$ cat src/hw/rtl/blake2b_hash_engine_assert.svh
// Assertion macros shared by the BLAKE2b engine modules.
// Needs a clock i_clk and an active-low reset i_rst_n in the including module.
`ifndef BLAKE2B_HASH_ENGINE_ASSERT_SVH
`define BLAKE2B_HASH_ENGINE_ASSERT_SVH
`ifndef NO_ASSERTIONS
// check a property outside reset
`define BLK2_ASSERT(lbl, prop, msg) \
    lbl: assert property (@(posedge i_clk) disable iff (!i_rst_n) (prop)) else $error(msg);
// check a property at every edge, reset included
`define BLK2_ASSERT_ALWAYS(lbl, prop, msg) \
    lbl: assert property (@(posedge i_clk) (prop)) else $error(msg);
`else
`define BLK2_ASSERT(lbl, prop, msg)
`define BLK2_ASSERT_ALWAYS(lbl, prop, msg)
`endif
`endif

$ cat src/hw/rtl/blk2_pkg.sv
// Package for the BLAKE2b engine: item type, IV, permutation and mixing tables.
// No dependencies.
`timescale 1ns / 1ps
package blk2_pkg;
    localparam int QUEUE_DEPTH = 4;
    localparam int STEP_COUNT  = 192;  // 12 rounds x 8 mixes x 2 halves
    localparam logic FUNC_ABSORB = 1'b0;
    localparam logic FUNC_FINISH = 1'b1;

    typedef struct packed {
        logic       func;
        logic [7:0] data_byte;
    } t_item;

    localparam logic [0:7][63:0] IV = {
        64'h6A09E667F3BCC908, 64'hBB67AE8584CAA73B,
        64'h3C6EF372FE94F82B, 64'hA54FF53A5F1D36F1,
        64'h510E527FADE682D1, 64'h9B05688C2B3E6C1F,
        64'h1F83D9ABFB41BD6B, 64'h5BE0CD19137E2179
    };

    localparam logic [63:0] PARAM_BASE = 64'h0000000001010000;
    localparam logic [63:0] FINAL_MASK = 64'hFFFFFFFFFFFFFFFF;

    localparam logic [0:9][0:15][3:0] SIGMA = {
        {4'd0, 4'd1, 4'd2, 4'd3, 4'd4, 4'd5, 4'd6, 4'd7,
         4'd8, 4'd9, 4'd10,4'd11,4'd12,4'd13,4'd14,4'd15},
        {4'd14,4'd10,4'd4, 4'd8, 4'd9, 4'd15,4'd13,4'd6,
         4'd1, 4'd12,4'd0, 4'd2, 4'd11,4'd7, 4'd5, 4'd3},
        {4'd11,4'd8, 4'd12,4'd0, 4'd5, 4'd2, 4'd15,4'd13,
         4'd10,4'd14,4'd3, 4'd6, 4'd7, 4'd1, 4'd9, 4'd4},
        {4'd7, 4'd9, 4'd3, 4'd1, 4'd13,4'd12,4'd11,4'd14,
         4'd2, 4'd6, 4'd5, 4'd10,4'd4, 4'd0, 4'd15,4'd8},
        {4'd9, 4'd0, 4'd5, 4'd7, 4'd2, 4'd4, 4'd10,4'd15,
         4'd14,4'd1, 4'd11,4'd12,4'd6, 4'd8, 4'd3, 4'd13},
        {4'd2, 4'd12,4'd6, 4'd10,4'd0, 4'd11,4'd8, 4'd3,
         4'd4, 4'd13,4'd7, 4'd5, 4'd15,4'd14,4'd1, 4'd9},
        {4'd12,4'd5, 4'd1, 4'd15,4'd14,4'd13,4'd4, 4'd10,
         4'd0, 4'd7, 4'd6, 4'd3, 4'd9, 4'd2, 4'd8, 4'd11},
        {4'd13,4'd11,4'd7, 4'd14,4'd12,4'd1, 4'd3, 4'd9,
         4'd5, 4'd0, 4'd15,4'd4, 4'd8, 4'd6, 4'd2, 4'd10},
        {4'd6, 4'd15,4'd14,4'd9, 4'd11,4'd3, 4'd0, 4'd8,
         4'd12,4'd2, 4'd13,4'd7, 4'd1, 4'd4, 4'd10,4'd5},
        {4'd10,4'd2, 4'd8, 4'd4, 4'd7, 4'd6, 4'd1, 4'd5,
         4'd15,4'd11,4'd9, 4'd14,4'd3, 4'd12,4'd13,4'd0}
    };

    localparam logic [0:7][0:3][3:0] MIX_POS = {
        {4'd0, 4'd4, 4'd8, 4'd12}, {4'd1, 4'd5, 4'd9, 4'd13},
        {4'd2, 4'd6, 4'd10,4'd14}, {4'd3, 4'd7, 4'd11,4'd15},
        {4'd0, 4'd5, 4'd10,4'd15}, {4'd1, 4'd6, 4'd11,4'd12},
        {4'd2, 4'd7, 4'd8, 4'd13}, {4'd3, 4'd4, 4'd9, 4'd14}
    };
endpackage

$ cat src/hw/rtl/blk2_front.sv
// Front queue of the BLAKE2b engine: accepts items and holds them for the core.
// Depends on blk2_pkg and blake2b_hash_engine_assert.svh.
`timescale 1ns / 1ps
`include "blake2b_hash_engine_assert.svh"
module blk2_front #(
    parameter int DEPTH = blk2_pkg::QUEUE_DEPTH
) (
    input  logic           i_clk,
    input  logic           i_rst_n,
    input  logic           i_valid,
    output logic           o_ready,
    input  logic           i_func,
    input  logic [7:0]     i_data_byte,
    output blk2_pkg::t_item o_item,
    output logic           o_item_valid,
    input  logic           i_item_pop
);
    localparam int AW = (DEPTH > 1) ? $clog2(DEPTH) : 1;
    localparam int CW = $clog2(DEPTH + 1);
    localparam logic [AW-1:0] LAST_PTR = AW'(DEPTH - 1);
    localparam logic [CW-1:0] FULL_CNT = CW'(DEPTH);

    blk2_pkg::t_item r_mem [DEPTH];
    logic [AW-1:0] r_wr, r_rd;
    logic [CW-1:0] r_cnt;
    logic push, pop;

    assign o_ready      = (r_cnt != FULL_CNT);
    assign o_item_valid = (r_cnt != '0);
    assign o_item       = r_mem[r_rd];
    assign push = i_valid && o_ready;
    assign pop  = i_item_pop && o_item_valid;

    // store pushed item
    always_ff @(posedge i_clk) begin
        if (push) begin
            r_mem[r_wr] <= '{func: i_func, data_byte: i_data_byte};
        end
    end

    // advance pointers and count
    always_ff @(posedge i_clk) begin
        if (!i_rst_n) begin
            r_wr  <= '0;
            r_rd  <= '0;
            r_cnt <= '0;
        end else begin
            if (push) r_wr <= (r_wr == LAST_PTR) ? '0 : r_wr + 1'b1;
            if (pop)  r_rd <= (r_rd == LAST_PTR) ? '0 : r_rd + 1'b1;
            if (push && !pop)      r_cnt <= r_cnt + 1'b1;
            else if (pop && !push) r_cnt <= r_cnt - 1'b1;
        end
    end

    `BLK2_ASSERT(a_cnt_bound, r_cnt <= FULL_CNT, "queue count above depth")
    `BLK2_ASSERT(a_pop_nonempty, i_item_pop |-> o_item_valid, "pop of empty queue")
    `BLK2_ASSERT(a_ptr_sync, (r_cnt == '0) |-> (r_wr == r_rd), "pointers out of step")
endmodule

$ cat config.mk
export PLATFORM = sky130hd
export DESIGN_NAME = blk2_front
export DESIGN_NICKNAME = d
export VERILOG_FILES = /design/src/hw/rtl/blk2_pkg.sv /design/src/hw/rtl/blk2_front.sv
export VERILOG_INCLUDE_DIRS = /design/src /design/src/hw/rtl
export SDC_FILE = /design/constraint.sdc
export NUM_CORES = 1
export LEC_CHECK = 0
export ABC_CLOCK_PERIOD_IN_PS = 5750
export BUFFER_PORTS_ARGS = -buffer_cell sky130_fd_sc_hd__buf_2
export CORE_ASPECT_RATIO = 1.2
export CORE_MARGIN = 1
export CORE_UTILIZATION = 50
export DETAILED_ROUTE_END_ITERATION = 8
export GPL_TIMING_DRIVEN = 1
export PLACE_DENSITY_LB_ADDON = 0.08
export SYNTH_ARGS = -nofsm -noshare
export SYNTH_HDL_FRONTEND = slang
export SYNTH_SLANG_ARGS = --single-unit
$ cat constraint.sdc
create_clock -name i_clk -period 5.75 [get_ports i_clk]
set_input_delay 0.575 -clock i_clk [delete_from_list [all_inputs] [get_ports i_clk]]
set_output_delay 0.575 -clock i_clk [all_outputs]
set_load 0.1 [all_outputs]
==> results of run 1 <==
how the worst min path moves through the flow:
stage	from	to
floorplan	r_wr[1]	r_wr[1]
global placement	r_wr[1]	r_wr[1]
detailed placement	r_wr[1]	r_wr[1]
CTS	i_data_byte[7]	r_mem[0][7]
global route	i_data_byte[4]	r_mem[1][4]
finish	i_data_byte[7]	r_mem[0][7]
flip-flops by register name, summed over array words and instances (netlist names), named ones only:
| signal | count |
|---|---|
| r_cnt | 3 |
| r_mem | 36 |
| r_rd | 2 |
| r_wr | 2 |
worst max-delay path: stages (launching register included):
cell and delay [ns]:
dfxtp_1 0.72, mux4_2 0.58, buf_2 0.31
synthesized netlist by cell type:
cell type	number	area share, %
o31ai_1	1	0.42
nand3_1	2	0.56
a21boi_0	1	0.42
nand4_1	1	0.35
mux4_2	9	11
and3_2	4	1.7
and2_4	1	0.49
or3_2	2	0.84
nand2_1	5	1.1
or3b_1	1	0.49
dfxtp_1	9	10
fa_1	1	1.1
clkbuf_2	1	0.28
edfxtp_1	36	61
and2_1	1	0.35
o21ai_0	4	1.1
nor2b_1	1	0.35
xnor2_1	1	0.49
buf_1	1	0.21
ha_1	6	4.2
buf_2	1	0.28
clkbuf_1	1	0.21
xor2_1	1	0.49
nor2_1	2	0.42
inv_1	3	0.63
mux2i_1	2	1.1
per-stage QoR:
stage          hold slack [ns]  util [%]  setup slack [ns]  std cells
6_report                 0.495      59.8              3.28        162
3_3_place_gp             0.494      57.1              3.48        154
2_1_floorplan            0.468         -              3.15         98
4_1_cts                  0.482      59.8              3.21        162
3_5_place_dp             0.506      57.1              3.35        154
5_1_grt                  0.482      59.8              3.11        162
metal layers:
metal,vias to the layer above,share of wire [%],GRT usage (%)
li1,428,-,-
met4,0,2.3,9.15
met3,7,6.8,6.32
met2,27,52,25.7
met5,-,0,0
met1,414,39,16.6
area by class of cell:
type	instances	area, um^2
Fill cell	278	1360
Sequential cell	45	1260
Multi-Input combinational cell	46	488
Timing Repair Buffer	23	115
Clock buffer	8	90.1
Tap cell	37	46.3
Inverter	3	11.3
cell usage in the layout (no fill, tap or decap), types with 2 or more instances in the layout:
| master | n |
|---|---|
| dfxtp_1 | 9 |
| mux4_2 | 9 |
| ha_1 | 6 |
| or3_2 | 2 |
| clkbuf_8 | 6 |
| clkbuf_1 | 2 |
| inv_1 | 3 |
| nand2_1 | 5 |
| nor2_1 | 2 |
| buf_2 | 23 |
| nand3_1 | 2 |
| mux2i_1 | 2 |
| and3_2 | 4 |
| edfxtp_1 | 36 |
| o21ai_0 | 4 |
cells by family after synthesis:
family | Yosys count | share of synthesized area [%]
adder cells (fa/ha/maj) | 7 | 5.35
buffers and inverters | 7 | 1.62
AND/OR/NAND/NOR | 20 | 6.62
AO/OA/AOI/OAI | 6 | 1.97
XOR/XNOR | 2 | 0.985
multiplexers | 11 | 12.5
flip-flops | 45 | 70.9
==> flow_metrics.py, run 1 <==
metrics = {
    "placed_design": {
        "placed_area_mm2": 0.00192,
        "io_buffers": 23,
        "place_congestion": 0.643,
        "place_hpwl_um": 1760,
    },
    "synth": {
        "syn_nets": 118,
        "yosysUniqueCellTypes": 26,
        "yosys_warnings": 0,
        "synth_area_mm2": 0.00178,
        "yosysSeqAreaShare_pct": 70.9,
        "synth_seq_cells": 45,
        "synth_cells": 98,
        "syn_area_per_cell_um2": 18.1,
    },
    "die": {
        "coreArea_mm2": 0.00337,
        "fp.dieArea_mm2": 0.00380,
        "rows": 23,
        "die_width_um": 56.4,
        "fp.dieH_um": 67.3,
        "ios": 24,
        "start_util_pct": 52.8,
    },
    "clock_tree": {
        "numCtsBuffers": 5,
        "postCtsSetupBuffers": 0,
        "path_clk_slew_ns": 0.08,
        "root_buffer": "clkbuf_8",
        "cts_sinks": 45,
        "clk_latency_ns": 0.29,
        "post_cts_resized": 0,
        "cts_tree": "built",
        "htreeDepth": 2,
        "ctsHoldBuffers": 0,
        "clock_path_buffers": 2,
    },
    "status": {
        "outcome": "completed",
    },
    "cells_and_area": {
        "antenna_cells": 0,
        "syn2layout_area_growth_pct": 13.2,
        "drive_above_1_share_pct": 36.0,
        "nets": 144,
        "final_cell_area_mm2": 0.00201,
    },
    "global_route": {
        "grt_overflow": 0,
        "first_global_vias": 866,
        "grt_pass1_wl_um": 4090,
        "grt_max_degree": 14,
        "antenna_found_initial": 0,
        "grt_use_total_pct": 15.4,
    },
    "sta": {
        "worst_clock_skew_ns": 0.00706,
        "slew_headroom_pct": 58.1,
        "worst_pin_slew_ns": 0.628,
        "setup_viol": 0,
        "finalHoldViolCount": 0,
        "max_clock_freq_mhz": 405,
        "fin_tns_setup_ns": 0,
        "final_max_slew_viol_count": 0,
        "post-route-period-util_pct": 43.0,
        "fin_crit_ns": 2.47,
        "rsz0062_at_grt": "no",
    },
    "worst_setup_path": {
        "crit_end": "o_item[2]",
        "r2r-end": "r_cnt[2]",
        "path_max_fanout": 9,
        "worst_ep_required_time_ns": 5.18,
        "reg2reg_depth": 7,
        "end_kind": "output pin",
        "cp.arrival_ns": 1.90,
        "r2r_setup_slack_ns": 3.32,
        "path_class": "register to output pin",
        "startpoint_type": "register",
        "r2r_start": "r_cnt[0]",
    },
    "route": {
        "vias": 876,
        "drt_iter0_markers": 16,
        "avgRoutedWirePerCell_um": 16.0,
        "drtPass1Iterations": 4,
        "postRouteAntennaNets": 0,
        "drc": 0,
        "viasPerCell": 5.41,
        "wl_um": 2600,
    },
    "worst_hold_path": {
        "hold_class": "input pin to register",
        "hold_depth": 1,
    },
    "job": {
        "cap_violations": 0,
    },
}
Power of run 1 is left out: the tool's default activity adds up to more than one toggle a clock period on the data nets, which glitch-free logic cannot reach.
==> run 2, diff against run 1 <==
Settings changed: ABC_CLOCK_PERIOD_IN_PS 5750 to 2050.
Clock period 5.75 ns to 2.05 ns, I/O delays scaled along.
==> run 2 against run 1 <==
  * Global-route usage rose by 0.52 points
  * Non-clock buffer count grew 3
  * First-iteration DRC count decreased by 44%
  * Final cell count is 1.9% higher
  * Die area unchanged
  * Count of clock-buffer cells in the layout shrank 2
  * Sequential cell count unchanged
  * Critical path depth grew 6
  * Design area rose by 4.9%
==> flow_metrics.py, run 2 (synthesized netlist as in run 1, its figures left out) <==
metrics = {
    "route": {
        "drtPass1Iterations": 4,
        "postRouteAntennaNets": 0,
        "drc": 0,
        "met3_length_um": 92,
        "drt_iter0_markers": 9,
        "wl_um": 2620,
        "vias": 894,
        "top_layer": "met4",
        "viasPerCell": 5.42,
        "avgRoutedWirePerCell_um": 15.9,
        "wl_met1_um": 1090,
        "wl_met2_um": 1390,
    },
    "worst_setup_path": {
        "path_class": "register to register",
        "setup.worst_path.start": "r_cnt[2]",
        "cp.arrival_ns": 2.24,
        "r2r_start": "r_cnt[2]",
        "path_max_fanout": 5,
        "startpoint_type": "register",
        "end_kind": "register",
        "worst_ep_required_time_ns": 2.28,
    },
    "global_route": {
        "grt_overflow": 0,
        "antenna_found_initial": 0,
        "first_global_vias": 859,
        "grt_use_total_pct": 15.9,
        "grt_max_degree": 15,
        "grt_pass1_wl_um": 4240,
    },
    "status": {
        "outcome": "completed",
    },
    "sta": {
        "worst_clock_skew_ns": 0.00864,
        "setup_viol": 0,
        "post-route-period-util_pct": 98.3,
        "fin_crit_ns": 2.01,
        "max_clock_freq_mhz": 496,
        "slew_headroom_pct": 67.8,
        "final_max_slew_viol_count": 0,
        "finalHoldViolCount": 0,
        "worst_pin_slew_ns": 0.486,
    },
    "clock_tree": {
        "path_clk_slew_ns": 0.08,
        "numCtsBuffers": 5,
        "clk_latency_ns": 0.29,
        "ctsHoldBuffers": 0,
        "clock_path_buffers": 2,
        "cts_sinks": 45,
        "cts_tree": "built",
        "root_buffer": "clkbuf_8",
        "htreeDepth": 2,
    },
    "cells_and_area": {
        "nets": 147,
        "largest_reg_flops": 36,
        "fillers": 238,
        "syn2layout_area_growth_pct": 18.7,
        "top_register": "r_mem",
        "final_cell_area_mm2": 0.00211,
        "reg.largest.list": "r_mem (36), r_cnt (3)",
        "antenna_cells": 0,
        "drive_above_1_share_pct": 46.1,
        "mostFrequentLayoutCells": "36 x edfxtp_1, 23 x buf_2, 9 x mux4_2, 6 x dfxtp_1",
        "final_common_cell": "edfxtp_1",
    },
    "die": {
        "fp.dieH_um": 67.3,
        "coreArea_mm2": 0.00337,
        "die_width_um": 56.4,
        "rows": 23,
        "start_util_pct": 52.8,
        "ios": 24,
        "fp.dieArea_mm2": 0.00380,
    },
    "worst_hold_path": {
        "hold_class": "input pin to register",
        "min-delay-start": "i_data_byte[0]",
    },
    "job": {
        "cap_violations": 0,
    },
    "placed_design": {
        "place_congestion": 0.642,
        "io_buffers": 23,
        "place_hpwl_um": 1830,
        "placed_area_mm2": 0.00197,
    },
}
run 2: through the flow:
stage               setup TNS (ns)  cells  util [%]  setup WS, ns  hold WS [ns]
finish                           0    165      62.7        0.0352         0.120
global route               -0.0379    165      62.7       -0.0379         0.107
CTS                              0    164      61.8       0.00635         0.112
detailed placement               0    156      58.5        0.0291         0.421
global placement                 0    156      58.5        0.0986         0.416
floorplan                  -0.0687     98         -       -0.0687         0.304
run 2: area by class of cell:
cell class	count	area [um^2]	share of cell area [%]
well taps	37	46.3	2.19
clock buffers	6	72.6	3.44
inverters	3	11.3	0.533
repair buffers	26	138	6.52
flip-flops and latches	45	1270	60.2
clock inverters	2	38.8	1.84
multi-input cells	46	534	25.3
run 2: path summary, 6_finish.rpt:
check | endpoint | slack (ns) | cells after the start
worst min register to register | r_wr[1] | 0.50 | 2
worst min-delay path | r_mem[0][0] | 0.12 | 1
worst max register to register | r_cnt[2] | 0.04 | 8
worst max-delay path | r_cnt[2] | 0.04 | 8
run 2: worst max-delay path: stages, from the launching register on:
cell      delay, ns
dfxtp_4        0.37
or3b_4         0.24
and2_4         0.16
ha_4           0.15
inv_2          0.04
fa_2           0.36
xor2_2         0.19
or3_4          0.33
a21boi_2       0.11
run 2: what timing repair did:
item,4_1_cts,5_1_grt
gates resized for setup,0,4
setup endpoints to repair,0,1
setup buffers,0,1
hold endpoints to repair,0,0
run 2: metal layers:
layer	track usage [%]	vias to the layer above
met3	4.60	5
met1	18.7	435
li1	-	434
met5	0	-
met2	26.5	20
met4	9.15	0
Power of run 2 is left out for the same reason.
==> run 3, diff against run 2 <==
--- a/config.mk
+++ b/config.mk
@@ -8,7 +8,10 @@
 export LEC_CHECK = 0
+export ABC_AREA = 1
 export ABC_CLOCK_PERIOD_IN_PS = 2050
 export BUFFER_PORTS_ARGS = -buffer_cell sky130_fd_sc_hd__buf_2
+export CELL_PAD_IN_SITES_DETAIL_PLACEMENT = 1
+export CELL_PAD_IN_SITES_GLOBAL_PLACEMENT = 2
 export CORE_ASPECT_RATIO = 1.2
 export CORE_MARGIN = 1
-export CORE_UTILIZATION = 50
+export CORE_UTILIZATION = 34
 export DETAILED_ROUTE_END_ITERATION = 8
==> constraint.sdc (replaced) <==
create_clock -name i_clk -period 2.05 [get_ports i_clk]
set_input_delay 0 -clock i_clk [delete_from_list [all_inputs] [get_ports i_clk]]
set_output_delay 0 -clock i_clk [all_outputs]
set_load 0.1 [all_outputs]
==> run 3 against run 2 <==
  * Worst hold slack worse by 0.12 ns
  * Area after synthesis up 4.6%
  * Highest routed layer unchanged
  * Non-clock buffer count up 11
==> flow_metrics.py, run 3 <==
metrics = {
    "clock_tree": {
        "numCtsBuffers": 5,
        "post_cts_resized": 0,
        "cts_tree": "built",
        "clock_path_buffers": 2,
        "root_buffer": "clkbuf_8",
        "postCtsSetupBuffers": 0,
        "clk_latency_ns": 0.29,
        "htreeDepth": 2,
        "cts_sinks": 45,
        "path_clk_slew_ns": 0.08,
    },
    "synth": {
        "synth_seq_cells": 45,
        "syn_area_per_cell_um2": 11.9,
        "synth_cells": 156,
        "synthFlopType": "edfxtp_1",
        "synth_commonest_cells": "36 x edfxtp_1, 34 x nor2_1, 18 x o21ai_0, 16 x inv_1, 11 x nand2_1",
        "async_flop_share_pct": 0,
        "synth_edf_count": 36,
        "synth_area_mm2": 0.00186,
        "synth_top_area_share_pct": 58.1,
        "syn_nets": 176,
        "yosysSeqAreaShare_pct": 67.8,
        "yosysUniqueCellTypes": 20,
        "yosysMostFrequentCell": "edfxtp_1",
        "yosysTopAreaCell": "edfxtp_1",
        "yosys_warnings": 0,
        "synth_area_leaders": "edfxtp_1 58%, dfxtp_1 9.7%, nor2_1 6.9%",
    },
    "cells_and_area": {
        "mostFrequentLayoutCells": "36 x edfxtp_1, 34 x nor2_1, 23 x buf_2, 18 x o21ai_0, 16 x inv_1",
        "regArea_mm2": 0.00126,
        "syn2layout_area_growth_pct": 23.1,
        "antenna_cells": 0,
        "multi_input_area_um2": 556,
        "reg.largest.list": "r_mem (36), r_cnt (3)",
        "fillers": 578,
        "drive_above_1_share_pct": 25.3,
        "final_common_cell": "edfxtp_1",
        "largest_reg_flops": 36,
        "nets": 217,
        "top_register": "r_mem",
    },
    "worst_setup_path": {
        "r2r_start": "r_cnt[1]",
        "crit_end": "r_cnt[1]",
        "r2r_setup_slack_ns": 0.26,
        "path_class": "register to register",
        "worst_ep_required_time_ns": 2.23,
        "startpoint_type": "register",
        "r2r-end": "r_cnt[1]",
        "path_max_fanout": 7,
        "reg2reg_depth": 9,
        "slowest_stage": "fa_1",
        "setup.worst_path.start": "r_cnt[1]",
        "cp.arrival_ns": 1.98,
        "path_cells": "nor2_4 -> nand2_4 -> nand2_4 -> inv_1 -> ha_1 -> inv_1 -> fa_1 -> o21ai_0 -> nor2_1",
        "cp_slowest_stage_delay_ns": 0.41,
        "end_kind": "register",
    },
    "global_route": {
        "grt_use_total_pct": 14.2,
        "grt_pass1_wl_um": 6220,
        "antenna_found_initial": 0,
        "grt_max_degree": 20,
        "first_global_vias": 1272,
        "grt_overflow": 0,
    },
    "job": {
        "cap_violations": 0,
    },
    "die": {
        "ios": 24,
        "start_util_pct": 35.4,
        "coreArea_mm2": 0.00526,
        "fp.dieH_um": 83.0,
        "die_width_um": 69.5,
        "rows": 29,
        "fp.dieArea_mm2": 0.00577,
    },
    "placed_design": {
        "place_congestion": 0.694,
        "io_buffers": 23,
        "place_hpwl_um": 2560,
    },
    "route": {
        "postRouteAntennaNets": 0,
        "wl_um": 3710,
        "viasPerCell": 4.73,
        "drc": 0,
        "vias": 1230,
        "drt_iter0_markers": 49,
        "avgRoutedWirePerCell_um": 14.3,
        "drtPass1Iterations": 4,
    },
    "sta": {
        "worst_pin_slew_ns": 0.487,
        "fin_tns_setup_ns": 0,
        "final_max_slew_viol_count": 0,
        "fin_crit_ns": 1.79,
        "max_clock_freq_mhz": 558,
        "post-route-period-util_pct": 87.4,
        "rsz0062_at_grt": "no",
        "slew_headroom_pct": 67.7,
        "worst_clock_skew_ns": 0.00449,
        "setup_viol": 0,
        "finalHoldViolCount": 0,
    },
    "status": {
        "outcome": "completed",
    },
    "worst_hold_path": {
        "hold_class": "input pin to register",
    },
}
-- run 3: what timing repair did --
item	in CTS	in global routing
hold buffers	9	0
setup endpoints to repair	0	0
endpoints found under the hold margin	36	0
-- run 3: how the worst min path moves through the flow --
stage | end | cells past startpoint | from | slack, ns
2_1_floorplan | r_mem[0][0] | 0 | i_data_byte[0] | 0.1
3_3_place_gp | r_mem[0][3] | 1 | i_data_byte[3] | 0.21
3_5_place_dp | r_mem[1][0] | 1 | i_data_byte[0] | 0.22
4_1_cts | r_wr[1] | 3 | i_rst_n | 0.004
5_1_grt | r_wr[0] | 3 | i_rst_n | 0.01
6_report | r_wr[1] | 3 | i_rst_n | 0.005
-- run 3: per-stage QoR --
step	cells	setup WS, ns	area (um^2)	utilization [%]	hold WS (ns)
final	260	0.257	2290	43.5	0.00460
after global routing	260	0.0867	2290	43.5	0.0148
after CTS	260	0.196	2290	43.5	0.00379
after detailed placement	243	0.233	2120	40.3	0.221
after global placement	243	0.341	2120	40.3	0.210
after floorplan	156	0.0246	1920	-	0.0989
-- run 3: cell type report --
class                      instances  share of cell area [%]
sequential                        45                    55.1
multi-input combinational         91                    24.3
timing repair buffer              37                    10.6
tap                               62                    3.39
inverter                          17                    3.11
clock buffer                       5                    3.01
clock inverter                     3                   0.546
-- run 3: cells by family (layout without fill, tap and decap cells) --
family	after synthesis	in the layout	synth area share (%)
AO/OA/AOI/OAI	31	31	9.15
buffers and inverters	20	62	5.65
AND/OR/NAND/NOR	53	53	12.3
adder cells (fa/ha/maj)	7	7	5.11
flip-flops	45	45	67.8
-- run 3: per-layer routing --
metal	track usage, %	wire, um	vias to the layer above
li1	-	-	614
met1	16.9	1560	593
met2	24.7	1990	18
met4	5.57	65	0
met3	3.28	94	5
met5	0	0	-
-- run 3: worst max-delay path: cells and delay by family (launching register included) --
family,cells,cell delay [ns]
adder cells (fa/ha/maj),2,0.61
AND/OR/NAND/NOR,4,0.39
flip-flops,1,0.36
AO/OA/AOI/OAI,1,0.19
buffers and inverters,2,0.14
Power of run 3 is left out for the same reason.
